==> config.mk <==
export PLATFORM = sky130hd
export DESIGN_NAME = sorted_priority_queue
export DESIGN_NICKNAME = d
export VERILOG_FILES = /design/src/rtl/srtpq_pkg.sv /design/src/rtl/srtpq_ctrl.sv /design/src/rtl/srtpq_datapath.sv /design/src/rtl/sorted_priority_queue.sv
export SDC_FILE = /design/constraint.sdc
export NUM_CORES = 1
export LEC_CHECK = 0
export BUFFER_PORTS_ARGS = -buffer_cell sky130_fd_sc_hd__clkbuf_2
export CORE_ASPECT_RATIO = 1.5
export CORE_MARGIN = 2
export CORE_UTILIZATION = 25
export CTS_CLUSTER_SIZE = 24
export DETAILED_ROUTE_END_ITERATION = 10
export GPL_TIMING_DRIVEN = 0
export PLACE_DENSITY = 0.47
export RECOVER_POWER = 50
export SYNTH_ARGS = -nofsm -noshare
export SYNTH_HDL_FRONTEND = slang
export SYNTH_SLANG_ARGS = --single-unit
==> constraint.sdc <==
create_clock -name clk -period 15.2 [get_ports clk]
set_input_delay 3.8 -clock clk [delete_from_list [all_inputs] [get_ports clk]]
set_output_delay 3.8 -clock clk [all_outputs]
set_load 0.02 [all_outputs]
==> src/rtl/srtpq_pkg.sv <==
`default_nettype none

package srtpq_pkg;

  localparam int DEPTH_DEF     = 16;
  localparam int TAG_BITS_DEF  = 16;
  localparam int PRIO_BITS_DEF = 16;

  localparam logic [1:0] MODE_INSERT = 2'd0;
  localparam logic [1:0] MODE_REMOVE = 2'd1;
  localparam logic [1:0] MODE_PEEK   = 2'd2;

  localparam logic [1:0] ST_OK    = 2'd0;
  localparam logic [1:0] ST_EMPTY = 2'd1;
  localparam logic [1:0] ST_FULL  = 2'd2;

  typedef struct packed {
    logic load;
    logic exec;
  } ctrl_cmd_t;

endpackage

`default_nettype wire

==> src/rtl/srtpq_ctrl.sv <==
`default_nettype none

module srtpq_ctrl (
  input  wire                   clk,
  input  wire                   rst,
  input  wire                   in_valid,
  output logic                  in_ready,
  output logic                  out_valid,
  input  wire                   out_ready,
  output srtpq_pkg::ctrl_cmd_t  cmd
);

  typedef enum logic {
    IDLE,
    EXEC
  } state_t;

  state_t state;

  assign in_ready = (state == IDLE);
  assign cmd.load = in_valid && in_ready;
  assign cmd.exec = (state == EXEC) && (!out_valid || out_ready);

  always_ff @(posedge clk) begin
    if (rst) begin
      state     <= IDLE;
      out_valid <= 1'b0;
    end else begin
      case (state)
        IDLE: begin
          if (cmd.load) begin
            state <= EXEC;
          end
        end
        EXEC: begin
          if (cmd.exec) begin
            state <= IDLE;
          end
        end
        default: begin
          state <= IDLE;
        end
      endcase
      // load a fresh result, or drop the one just taken
      if (cmd.exec) begin
        out_valid <= 1'b1;
      end else if (out_ready) begin
        out_valid <= 1'b0;
      end
    end
  end

endmodule

`default_nettype wire

==> src/rtl/srtpq_datapath.sv <==
`default_nettype none

module srtpq_datapath #(
  parameter int DEPTH     = srtpq_pkg::DEPTH_DEF,
  parameter int TAG_BITS  = srtpq_pkg::TAG_BITS_DEF,
  parameter int PRIO_BITS = srtpq_pkg::PRIO_BITS_DEF,
  localparam int CNT_W    = $clog2(DEPTH + 1)
) (
  input  wire                  clk,
  input  wire                  rst,
  input  srtpq_pkg::ctrl_cmd_t cmd,
  input  wire [1:0]            mode,
  input  wire [PRIO_BITS-1:0]  priority_req,
  input  wire [TAG_BITS-1:0]   tag,
  output logic [TAG_BITS-1:0]  head_tag,
  output logic                 head_valid,
  output logic [1:0]           status,
  output logic [CNT_W-1:0]     occupancy
);

  logic [1:0]           req_mode;
  logic [PRIO_BITS-1:0] req_prio;
  logic [TAG_BITS-1:0]  req_tag;

  logic [PRIO_BITS-1:0] cell_prio [DEPTH];
  logic [TAG_BITS-1:0]  cell_tag  [DEPTH];
  logic [CNT_W-1:0]     count;
  logic [DEPTH-1:0]     ge;
  logic                 full;
  logic                 empty;

  assign full  = (count == CNT_W'(DEPTH));
  assign empty = (count == '0);

  // hold the request until the cell update runs
  always_ff @(posedge clk) begin
    if (cmd.load) begin
      req_mode <= mode;
      req_prio <= priority_req;
      req_tag  <= tag;
    end
  end

  for (genvar i = 0; i < DEPTH; i++) begin : g_cell
    assign ge[i] = (CNT_W'(i) < count) && (cell_prio[i] >= req_prio);

    always_ff @(posedge clk) begin
      if (cmd.exec) begin
        case (req_mode)
          srtpq_pkg::MODE_INSERT: begin
            if (!full && !ge[i]) begin
              if (i == 0) begin
                cell_prio[i] <= req_prio;
                cell_tag[i]  <= req_tag;
              end else if (ge[(i == 0) ? 0 : i - 1]) begin
                cell_prio[i] <= req_prio;
                cell_tag[i]  <= req_tag;
              end else begin
                cell_prio[i] <= cell_prio[(i == 0) ? 0 : i - 1];
                cell_tag[i]  <= cell_tag[(i == 0) ? 0 : i - 1];
              end
            end
          end
          srtpq_pkg::MODE_REMOVE: begin
            if (!empty && (i < DEPTH - 1)) begin
              cell_prio[i] <= cell_prio[(i < DEPTH - 1) ? i + 1 : i];
              cell_tag[i]  <= cell_tag[(i < DEPTH - 1) ? i + 1 : i];
            end
          end
          default: begin
          end
        endcase
      end
    end
  end

  always_ff @(posedge clk) begin
    if (rst) begin
      count <= '0;
    end else if (cmd.exec) begin
      case (req_mode)
        srtpq_pkg::MODE_INSERT: begin
          if (!full) begin
            count <= count + CNT_W'(1);
          end
        end
        srtpq_pkg::MODE_REMOVE: begin
          if (!empty) begin
            count <= count - CNT_W'(1);
          end
        end
        default: begin
        end
      endcase
    end
  end

  always_ff @(posedge clk) begin
    if (cmd.exec) begin
      head_tag   <= '0;
      head_valid <= 1'b0;
      status     <= srtpq_pkg::ST_OK;
      occupancy  <= count;
      case (req_mode)
        srtpq_pkg::MODE_INSERT: begin
          if (full) begin
            status <= srtpq_pkg::ST_FULL;
          end else begin
            occupancy <= count + CNT_W'(1);
          end
        end
        srtpq_pkg::MODE_REMOVE: begin
          if (empty) begin
            status <= srtpq_pkg::ST_EMPTY;
          end else begin
            head_tag   <= cell_tag[0];
            head_valid <= 1'b1;
            occupancy  <= count - CNT_W'(1);
          end
        end
        srtpq_pkg::MODE_PEEK: begin
          if (empty) begin
            status <= srtpq_pkg::ST_EMPTY;
          end else begin
            head_tag   <= cell_tag[0];
            head_valid <= 1'b1;
          end
        end
        default: begin
        end
      endcase
    end
  end

endmodule

`default_nettype wire

==> src/rtl/sorted_priority_queue.sv <==
// Sorted priority queue of DEPTH entries held in a chain of register cells in
// descending priority order; equal priorities leave in arrival order. Each
// request is captured in the request register; in the update step, every cell
// compares its priority with the new one in parallel and shifts, inserts or
// holds, loading the result into the output register. A new request is taken
// while that result waits; the update step stalls only while an untaken result
// still holds the output register. Reset clears the entry count, state and out_valid.
`default_nettype none

module sorted_priority_queue #(
  parameter int DEPTH     = srtpq_pkg::DEPTH_DEF,
  parameter int TAG_BITS  = srtpq_pkg::TAG_BITS_DEF,
  parameter int PRIO_BITS = srtpq_pkg::PRIO_BITS_DEF,
  localparam int CNT_W    = $clog2(DEPTH + 1)
) (
  input  wire                  clk,
  input  wire                  rst,
  input  wire                  in_valid,
  output logic                 in_ready,
  input  wire [1:0]            mode,
  input  wire [PRIO_BITS-1:0]  priority_req,
  input  wire [TAG_BITS-1:0]   tag,
  output logic                 out_valid,
  input  wire                  out_ready,
  output logic [TAG_BITS-1:0]  head_tag,
  output logic                 head_valid,
  output logic [1:0]           status,
  output logic [CNT_W-1:0]     occupancy
);

  srtpq_pkg::ctrl_cmd_t cmd;

  srtpq_ctrl u_ctrl (
    .clk       (clk),
    .rst       (rst),
    .in_valid  (in_valid),
    .in_ready  (in_ready),
    .out_valid (out_valid),
    .out_ready (out_ready),
    .cmd       (cmd)
  );

  srtpq_datapath #(
    .DEPTH     (DEPTH),
    .TAG_BITS  (TAG_BITS),
    .PRIO_BITS (PRIO_BITS)
  ) u_datapath (
    .clk          (clk),
    .rst          (rst),
    .cmd          (cmd),
    .mode         (mode),
    .priority_req (priority_req),
    .tag          (tag),
    .head_tag     (head_tag),
    .head_valid   (head_valid),
    .status       (status),
    .occupancy    (occupancy)
  );

endmodule

`default_nettype wire

# Word-level counts from Yosys, hierarchy flattened
# Memory sizes are Yosys's and may differ from the RTL's.
# Index checks and enable logic that the tools add are counted.
classes:
  add_sub_neg: 2
  order_cmp: 32
  n_eq_ne: 3
  mux: 229
  n_bitwise: 62
  n_reduce_logical: 58
ops:
  columns: ["op", "count"]
  rows:
  - ["$mux W16", 60]
  - ["$ge A16 B16 Y1", 16]
  - ["$mux W1", 163]
  - ["$or A1 B1 Y1", 60]
  - ["$lt A4 B5 Y1 const A", 8]
  - ["$logic_and A1 B1 Y1", 34]
  - ["$lt A3 B5 Y1 const A", 4]
  - ["$logic_not A1 Y1", 18]
  - ["$lt A1 B5 Y1 const A", 2]
  - ["$lt A2 B5 Y1 const A", 2]
  - ["$mux W5", 2]
  - ["$pmux W5 S2", 1]
  - ["$add A5 B1 Y5 const B", 1]
  - ["$eq A5 B5 Y1 const B", 1]
  - ["$logic_not A5 Y1", 1]
  - ["$sub A5 B1 Y5 const B", 1]
  - ["$pmux W2 S2", 1]
  - ["$reduce_or A2 Y1", 2]
  - ["$eq A2 B1 Y1 const B", 1]
  - ["$eq A2 B2 Y1 const B", 1]
  - ["$logic_not A2 Y1", 1]
  - ["$mux W2", 1]
  - ["$not A1 Y1", 2]
  - ["$pmux W1 S2", 1]
  - ["2 further kinds", 2]
word_totals:
  regBits: 65
  ramBits: 512
  elab_cells: 398
  mem_count: 2
memory_table:
  columns: ["name", "words", "word_bits", "rd", "rd_ports_with_merged_regs", "write_ports", "line_no", "text"]
  rows:
  - ["u_datapath.cell_prio", 16, 16, 16, 0, 16, "srtpq_datapath.sv:25", "logic [PRIO_BITS-1:0] cell_prio [DEPTH];"]
  - ["u_datapath.cell_tag", 16, 16, 16, 0, 16, "srtpq_datapath.sv:26", "logic [TAG_BITS-1:0] cell_tag [DEPTH];"]

# Longest topological paths before layout
# Gate-level depths: netlist (run 1).
# An unclocked memory read counts as a cell.
depth:
  word_depth: 11
  ltp_mapped: 12

# By module
# A second synthesis (run 1) with hierarchy kept.
unflattened:
  cells_unflattened: 3095
  hier_area_um2: 32915.3
modules_own_cells:
  columns: ["mod", "n_inst", "cells_each", "area_per_inst_um2", "seq_area_each_um2"]
  rows:
  - ["srtpq_datapath", 1, 3086, 32827.7, 17216.5]
  - ["srtpq_ctrl", 1, 9, 87.6, 40.0]

# Least setup slack after synthesis (run 1)
# No wires, ideal clock.
synth_timing:
  path_kind: "input -> register"
  start: "input port out_ready"
  end: "memory u_datapath.cell_prio[2][0] (netlist name), enable pin"
  arrival_ns: 6.897
  required_ns: 14.542
  path_slack_ns: 7.645
  cell_stages: 8
  path_cell_list: "nand2b_1 -> nand2_1 -> clkinv_1 -> nand3_1 -> buf_2 -> buf_1 -> clkbuf_1 -> o21ai_0"
synth_rtl:
  columns: ["element", "line_no", "text"]
  rows:
  - ["from (decl)", "sorted_priority_queue.sv:24", "input wire out_ready,"]
  - ["to (decl)", "srtpq_datapath.sv:25", null]

==> results of run 1 <==
path summary, 6_finish.rpt:
check | slack, ns | end | from
setup reg to reg | 7.95 | u_datapath.cell_prio[0][11] | u_datapath.count[1]
setup / recovery | 6.59 | u_datapath.cell_prio[0][11] | out_ready
hold / removal | 0.55 | u_datapath.cell_tag[13][7] | u_datapath.cell_tag[14][7]
hold reg to reg | 0.55 | u_datapath.cell_tag[13][7] | u_datapath.cell_tag[14][7]
cell type report:
class                      count  area share
tap                         1732      0.0577
clock inverter                21     0.00513
multi-input combinational   2236       0.393
antenna                        1   0.0000666
clock buffer                  80      0.0414
buffer                       244      0.0268
timing repair buffer          75      0.0119
sequential                   577       0.460
inverter                      44     0.00440
through the flow:
step,instance area (um^2),hold slack [ns]
2_1_floorplan,33200,0.509
3_3_place_gp,35700,0.533
3_5_place_dp,36000,0.539
4_1_cts,37700,0.554
5_1_grt,37500,0.581
6_report,37500,0.547
Yosys cell counts (all sizes together), types with 8 or more instances:
master,instances
o211ai,345
edfxtp,570
a31oi,8
clkbuf,140
inv,43
mux2i,98
nand4,151
o221ai,11
and4,9
nor2b,10
buf,104
and3,21
nor3,12
ha,262
a21oi,91
o21a,9
a211oi,20
mux2,33
nand3,254
a21o,15
nand2,602
o21ai,148
nand2b,18
nor2,38
report_power, final:
part	leakage, nW	total, mW	switching, mW	internal, mW
logic	6.41	0.475	0.310	0.164
registers	5.28	1.91	0.0624	1.85
clock network	0.845	1.45	0.671	0.775
flip-flops by register name, summed over array words and instances (netlist names):
| register | count |
|---|---|
| u_datapath.head_valid | 1 |
| u_datapath.req_mode | 2 |
| u_ctrl.out_valid | 1 |
| u_datapath.req_tag | 16 |
| u_datapath.status | 2 |
| u_datapath.count | 5 |
| u_datapath.req_prio | 16 |
| u_datapath.cell_prio | 256 |
| u_datapath.head_tag | 16 |
| u_ctrl.state | 1 |
| u_datapath.cell_tag | 256 |
| u_datapath.occupancy | 5 |
layer usage:
metal	global-route usage	wire length [um]	vias up
li1	-	-	12200
met1	0.189	45900	13200
met2	0.353	69200	647
met3	0.0173	3640	249
met4	0.0925	6960	0
met5	0	0	-
critical path, delay by kind of cell:
kind	cells	cell delay [ns]
AND/OR/NAND/NOR	4	3.57
buffers and inverters	3	1.43
cell families after synthesis:
| kind of cell | share of synthesized area |
|---|---|
| xor gates and xnor gates | 0.000528 |
| buffers and inverters | 0.0370 |
| and+or+nand+nor | 0.159 |
| DFF | 0.520 |
| adders and majority gates | 0.0988 |
| AOI/OAI and AO/OA | 0.144 |
| muxes | 0.0408 |
==> results.md, run 1 <==
* Status: finished with violations
* Nets at between 3000 and 4000
* Crit path time final at 8.61 ns
* Total negative setup slack at 0 ns
* Die Height at ~450 um
* # IOs at 64
* WL/cell at roughly 25 um
* GP Congestion at roughly 0.85
* Max Clock Skew at 0.0144 ns
* Hold path depth at 2
* Critical Path Sink Type: flip-flop
* Seq/Total Area, Yosys at 0.520
* First-pass GRT wire length at roughly 180 mm
* Setup violators final at 0
* Max Clock Freq at 116 MHz
* FP Rows at between 150 and 200
* TritonRoute pass-1 iters at 7
* # DRC at 0
* Post-Layout Cell Count at between 5000 and 6000
* R2R cell count at 10
* Ratio of cells with drive above 1 in the final layout at 0.0693
* VDD IR max at slightly above 0.00008 V
* Period utilisation layout at 0.566
* Remaining antenna violation count after routing at 0
* Arr. time, crit path at roughly 9 ns
* Slew headroom at -0.617
* Distinct cell type count of the synthesized netlist at 71
* Synth area leader: edfxtp_1
* Worst Path Max Fanout at 32
* Total CTS buffers at 58
* Synth Register Bits at approximately 580
* Min-Delay Path Class: reg -> reg
* Worst Setup Start Kind: input pin
* Post-CTS Setup Inserts at 0
* Reg clk slew, reported paths at approximately 0.060 ns
* Multi-input logic area at around 15000 um^2
* Setup slack at placement at between 6 and 7 ns
* CTS Hold Buffers Added at 0
* Worst slew pin tran at ~2.4 ns
* Initial antenna violation count at 1
* Routed vias at about 26000
* Slew Viols, Final at roughly 110
* Clk buf depth at 3
* Cell count after placement at ~4900
* Core area at ~130000 um^2
* Post-DP HPWL at 99.3 mm
* Yosys warns at 0
* Leakage at approximately 13 nW
* Post-synth EDFFs at 570
* Cell Pwr Density at 102 nW/um^2
* Number of port buffers at 63
* Leading cell type in the layout, fill and taps excluded: nand2_1
* Die width at about 300 um
* # H-tree levels at 2
* CTS tree: yes
* Max cap viols at 6
* RSZ-0062 raised after global routing: no
* Layout overhead on the synthesized area at 13.2%
* Sink Count at slightly below 600
* Async set-reset flop share out of synthesis at 0
* Synth Instances at 3101
* Commonest non-fill, non-tap cells in the layout: 597 x nand2_1, 570 x edfxtp_1, 345 x o211ai_1
* Gr usage total at 0.181
* Initial drt markers at 1656
* Critical path's slowest cell: or2_0
* Critical path class: in -> reg
* Largest stage delay on the critical path at around 1.9 ns
* Post-synth top area share at 0.516
* Cts repair resizes at 0
* Setup ws final at around 6.6 ns
* Register Area at around 17000 um^2
* Via density per instance at approximately 5.2
* Avg Inst Size Synth at approximately 11 um^2
* Req. time, crit path at approximately 15 ns
* Syn_nets at between 3000 and 4000
* Total power at 3.83 mW
* Mapped Area at between 30000 and 40000 um^2
* Most used cell, CP: clkbuf_1
* DIE AREA at between 100000 and 150000 um^2
* Clk root buf: clkbuf_16
* Skew-Pair Late Insertion Delay at 0.66 ns
* Total global routing overflow at 0
* Top cells by area, synth: edfxtp_1 52%, ha_1 9.9%, o211ai_1 7.8%
* Fin. Hold Viols at 0
* Util after Layout at 0.285
* Total Wirelength at around 130 mm
* Violated checks: capacitance limit, slew limit
* Starting Density at 0.252
* Fill count at about 14000
* Largest net degree at the start of global routing at 33
* Ys flop type: edfxtp_1
* Sequence of cells on the critical path: clkbuf_1 -> nand2b_1 -> nand2_1 -> nor2_1 -> clkbuf_1 -> clkbuf_1 -> or2_0
* Number of global-route vias before repair at roughly 28000
Note: power is estimated with default switching activity, not from simulation.
==> inputs of run 2 (changes only) <==
PLACE_DENSITY = 0.48   (was 0.47)
clock period = 7.15 ns   (was 15.2 ns; I/O delays follow)
==> results.md, run 2 (synthesis gave the netlist of run 1 again) <==
* Post-CTS Setup Inserts at 0
* Clk pwr share at 0.391
* Arr. time, crit path at around 6.6 ns
* Routed vias at approximately 26000
* Post-Layout Cell Count at approximately 5000
* GP Congestion at approximately 0.86
* Slew headroom at -0.185
* Worst setup startpoint: out_ready
* HP Start: u_datapath.cell_tag[14][4]
* CTS tree: yes
* Switch Pwr at about 2.3 mW
* Gr usage total at 0.179
* Starting Density at 0.252
* Period utilisation layout at 0.904
* Top Registers: u_datapath.cell_prio (256), u_datapath.cell_tag (256)
* R2R cell count at 10
* Commonest non-fill, non-tap cells in the layout: 597 x nand2_1, 570 x edfxtp_1, 345 x o211ai_1
* RSZ-0062 raised after global routing: no
* Hold path depth at 2
* Number of port buffers at 63
* Violated checks: capacitance limit, slew limit
* Util after Layout at 0.287
* Reg clk slew, reported paths at roughly 0.070 ns
* Slew Viols, Final at 96
* Core area at about 130000 um^2
* Sequential share of power at 0.488
* # DRC at 0
* Setup violators final at 0
* Max Clock Skew at roughly 0.034 ns
* Req. time, crit path at approximately 7.3 ns
* Clk root buf: clkbuf_16
* Max Clock Freq at 155 MHz
* Reg-to-reg endpoint: u_datapath.cell_prio[0][7]
* Die width at roughly 300 um
* Cell count after placement at roughly 4900
* Worst r2r src: u_datapath.count[1]
* Ratio of cells with drive above 1 in the final layout at 0.0772
* Pint at around 6.0 mW
* Fill count at 13900
* Fin. Hold Viols at 0
* Comb power frac at 0.121
* Crit path time final at 6.47 ns
* VDD IR max at around 0.00019 V
* Hold EP: u_datapath.cell_tag[13][4]
* Switching share of power at 0.277
* Initial antenna violation count at 3
* # H-tree levels at 2
* Critical path class: in -> reg
* Cell Pwr Density at 220 nW/um^2
* First-pass GRT wire length at roughly 180 mm
* # IOs at 64
* Worst slew pin tran at roughly 1.8 ns
* TritonRoute pass-1 iters at 5
* Total CTS buffers at 61
* Largest net degree at the start of global routing at 33
* Max cap viols at 5
* WL/cell at 24.7 um
* Via density per instance at between 5 and 6
* DIE AREA at approximately 140000 um^2
* Nets at about 3500
* Sink Count at 577
* Initial drt markers at between 1500 and 2000
* Skew-Pair Late Insertion Delay at slightly below 0.7 ns
* CTS Hold Buffers Added at 0
* Total power at 8.33 mW
* Leakage at ~13 nW
* Number of global-route vias before repair at 28100
* Die Height at about 450 um
* Post-DP HPWL at 98.2 mm
* Worst Setup Start Kind: input pin
* FP Rows at around 160
* Worst Path Max Fanout at 32
* Total Wirelength at roughly 120 mm
* Flop2flop setup slack at ~1.1 ns
* Critical Path Sink Type: flip-flop
* Layout overhead on the synthesized area at 13.9%
* Hold_ws at ~0.54 ns
* Total global routing overflow at 0
* Min-Delay Path Class: reg -> reg
* Remaining antenna violation count after routing at 0
* Leading cell type in the layout, fill and taps excluded: nand2_1
* Status: finished with violations
* Total negative setup slack at 0 ns
* Clk buf depth at 3
* Cts repair resizes at 1
## run 2: power groups by stage
stage	logic, mW	clock network [mW]	registers, mW
floorplan	0.659	0	4.08
global placement	0.973	0	4.15
detailed placement	1.02	0	4.14
CTS	1.02	3.31	4.07
global route	1.11	3.41	4.08
finish	1.00	3.26	4.07
## run 2: through the flow
step | cell area, um^2 | setup WS (ns)
finish | 37800 | 0.683
global route | 37800 | 0.378
CTS | 37900 | 0.657
detailed placement | 36000 | -0.807
global placement | 35700 | -2.09
floorplan | 33200 | 1.61
## run 2: metal layers
metal	vias up	global-route usage	routed length [um]
met2	670	0.347	68100
met5	-	0	0
met1	13100	0.186	44800
met4	0	0.0944	7160
li1	12200	-	-
met3	270	0.0167	3960
## run 2: worst max-delay path by stage
stage / endpoint / slack [ns]
global route: u_datapath.cell_tag[11][6] / 0.38
detailed placement: u_datapath.cell_tag[6][7] / -0.81
CTS: u_datapath.cell_tag[6][7] / 0.66
finish: u_datapath.cell_tag[11][6] / 0.68
floorplan: u_datapath.cell_prio[2][0] / 1.61
global placement: u_datapath.cell_tag[14][3] / -2.09
## run 2: layout make-up
| cell class | instances | area [um^2] | share of cell area |
|---|---|---|---|
| sequential | 577 | 17300 | 0.457 |
| inverter | 44 | 166 | 0.00441 |
| clock buffer | 73 | 1590 | 0.0422 |
| timing repair buffer | 75 | 464 | 0.0123 |
| clock inverter | 43 | 343 | 0.00908 |
| buffer | 244 | 1020 | 0.0271 |
| multi-input combinational | 2236 | 14800 | 0.391 |
| tap | 1732 | 2170 | 0.0574 |
| antenna | 1 | 2.50 | 0.0000662 |
## run 2: worst max-delay path, stage by stage
cell and delay, ns:
clkbuf_1 0.08, nand2b_1 0.20, nand2_1 0.32, clkinv_2 0.59
nand3_1 0.42, clkbuf_1 0.67, clkbuf_1 0.55, clkbuf_1 0.89
nand3_2 1.02
==> inputs of run 3 (changes only) <==
GPL_TIMING_DRIVEN = not set   (was 0)
PLACE_DENSITY = 0.47   (was 0.48)
clock period = 8 ns   (was 7.15 ns; I/O delays follow)
==> results.md, run 3 (synthesis gave the netlist of run 1 again) <==
* Worst slew pin tran at 2.67 ns
* Total power at 7.57 mW
* Commonest non-fill, non-tap cells in the layout: 602 x nand2_1, 570 x edfxtp_1, 345 x o211ai_1
* Gr usage total at 0.155
* RSZ-0062 raised after global routing: no
* # H-tree levels at 3
* Hold path depth at 2
* Routed vias at between 20000 and 30000
* Skew-Pair Late Insertion Delay at ~0.66 ns
* Total global routing overflow at 0
* TritonRoute pass-1 iters at 5
* Antenna diodes at 0
* Arr. time, crit path at around 6.3 ns
* Number of global-route vias before repair at roughly 26000
* Worst Path Max Fanout at 32
* Largest net degree at the start of global routing at 227
* Met1 Use GR at 0.174
* CTS Hold Buffers Added at 0
* Cell Pwr Density at 203 nW/um^2
* Critical path class: reg -> reg
* Pint at between 5 and 6 mW
* First-pass GRT wire length at between 150 and 200 mm
* Critical path's slowest cell: clkbuf_1
* Clk root buf: clkbuf_16
* GP Congestion at slightly below 0.8
* Leading cell type in the layout, fill and taps excluded: nand2_1
* Die Height at 450 um
* Via density per instance at roughly 5.2
* Clk pwr share at 0.408
* Worst Setup Start Kind: flip-flop
* # DRC at 0
* Total negative setup slack at 0 ns
* Sequence of cells on the critical path: inv_1 -> ha_1 -> and4_1 -> a221oi_1 -> o22ai_1 -> a211oi_4 -> clkbuf_1 -> mux2_2
* Cts repair resizes at 0
* Switching share of power at 0.272
* Layout overhead on the synthesized area at 12.4%
* Ratio of cells with drive above 1 in the final layout at 0.0766
* Max Clock Skew at between 0.02 and 0.025 ns
* Initial drt markers at roughly 1700
* Initial antenna violation count at 0
* Largest stage delay on the critical path at around 1.9 ns
* Util after Layout at 0.283
* Slew headroom at -0.783
* Post-DP HPWL at 73.4 mm
* Period utilisation layout at 0.743
* Leakage at ~12 nW
* Switch Pwr at between 2 and 2.5 mW
* Req. time, crit path at around 8.4 ns
* Remaining antenna violation count after routing at 0
* Sequential share of power at 0.480
* Starting Density at 0.252
* Comb power frac at 0.112
* Met3 GRT Util at 0.0162
* Nets at about 3400
* Fin. Hold Viols at 0
* # IOs at 64
* Min-Delay Path Class: reg -> reg
* Crit path time final at 5.94 ns
* Clk buf depth at 3
* Setup violators final at 0
* Total CTS buffers at 69
* Grt met2 use at 0.294
* FP Rows at around 160
* WL/cell at approximately 22 um
* Reg clk slew, reported paths at roughly 0.060 ns
* Max cap viols at 11
* Sink Count at between 500 and 600
* VDD IR max at 0.000138 V
* Number of port buffers at 63
* GRT Max-Usage Layer: met2
* R2R cell count at 8
* Core area at approximately 130000 um^2
* Post-CTS Setup Inserts at 0
* CTS tree: yes
* Total Wirelength at about 110 mm
* Slew Viols, Final at ~440
* Die width at between 300 and 400 um
* Top Registers: u_datapath.cell_prio (256), u_datapath.cell_tag (256)
* Status: finished with violations
* Max Clock Freq at 168 MHz
* Critical Path Sink Type: flip-flop
* DIE AREA at approximately 140000 um^2
* Violated checks: capacitance limit, slew limit
-- run 3: critical path, delay by kind of cell (launching register included) --
| kind | cells | cell delay (ns) |
|---|---|---|
| AOI/OAI and AO/OA | 3 | 1.46 |
| buffers and inverters | 2 | 2.59 |
| and+or+nand+nor | 1 | 0.19 |
| DFF | 1 | 0.53 |
| adders and majority gates | 1 | 0.37 |
| muxes | 1 | 0.47 |
-- run 3: power groups by stage --
| stage | clock network [mW] | registers, mW | logic, mW |
|---|---|---|---|
| final | 3.09 | 3.64 | 0.847 |
| after global routing | 3.26 | 3.65 | 0.953 |
| after CTS | 3.17 | 3.64 | 0.868 |
| after detailed placement | 0 | 3.70 | 0.866 |
| after global placement | 0 | 3.70 | 0.840 |
| after floorplan | 0 | 3.65 | 0.589 |
-- run 3: layout make-up --
type / count / area [um^2]
Inverter: 44 / 165
Multi-Input combinational cell: 2236 / 14800
Sequential cell: 577 / 17300
Timing Repair Buffer: 124 / 753
Fill cell: 13800 / 94300
Tap cell: 1732 / 2170
Clock inverter: 38 / 289
Clock buffer: 88 / 1820
-- run 3: through the flow --
step	cells	setup slack (ns)	hold WS, ns	area (um^2)
2_1_floorplan	3101	2.24	0.509	33200
3_3_place_gp	4713	2.76	0.531	35300
3_5_place_dp	4713	2.74	0.529	35300
4_1_cts	4839	3.15	0.549	37400
5_1_grt	4839	1.64	0.573	37300
6_report	4839	2.06	0.543	37300
-- run 3: worst paths after layout --
check / from / endpoint / slack, ns
worst max-delay path: u_datapath.req_prio[5] / u_datapath.cell_tag[15][3] / 2.06
worst min-delay path: u_datapath.cell_tag[1][4] / u_datapath.cell_tag[0][4] / 0.54
worst max register to register: u_datapath.req_prio[5] / u_datapath.cell_tag[15][3] / 2.06
worst min register to register: u_datapath.cell_tag[1][4] / u_datapath.cell_tag[0][4] / 0.54
-- run 3: per-layer routing --
metal	up-vias	part of all wire
met5	-	0
met1	12600	0.39
met3	181	0.028
met4	0	0.035
li1	11900	-
met2	430	0.55
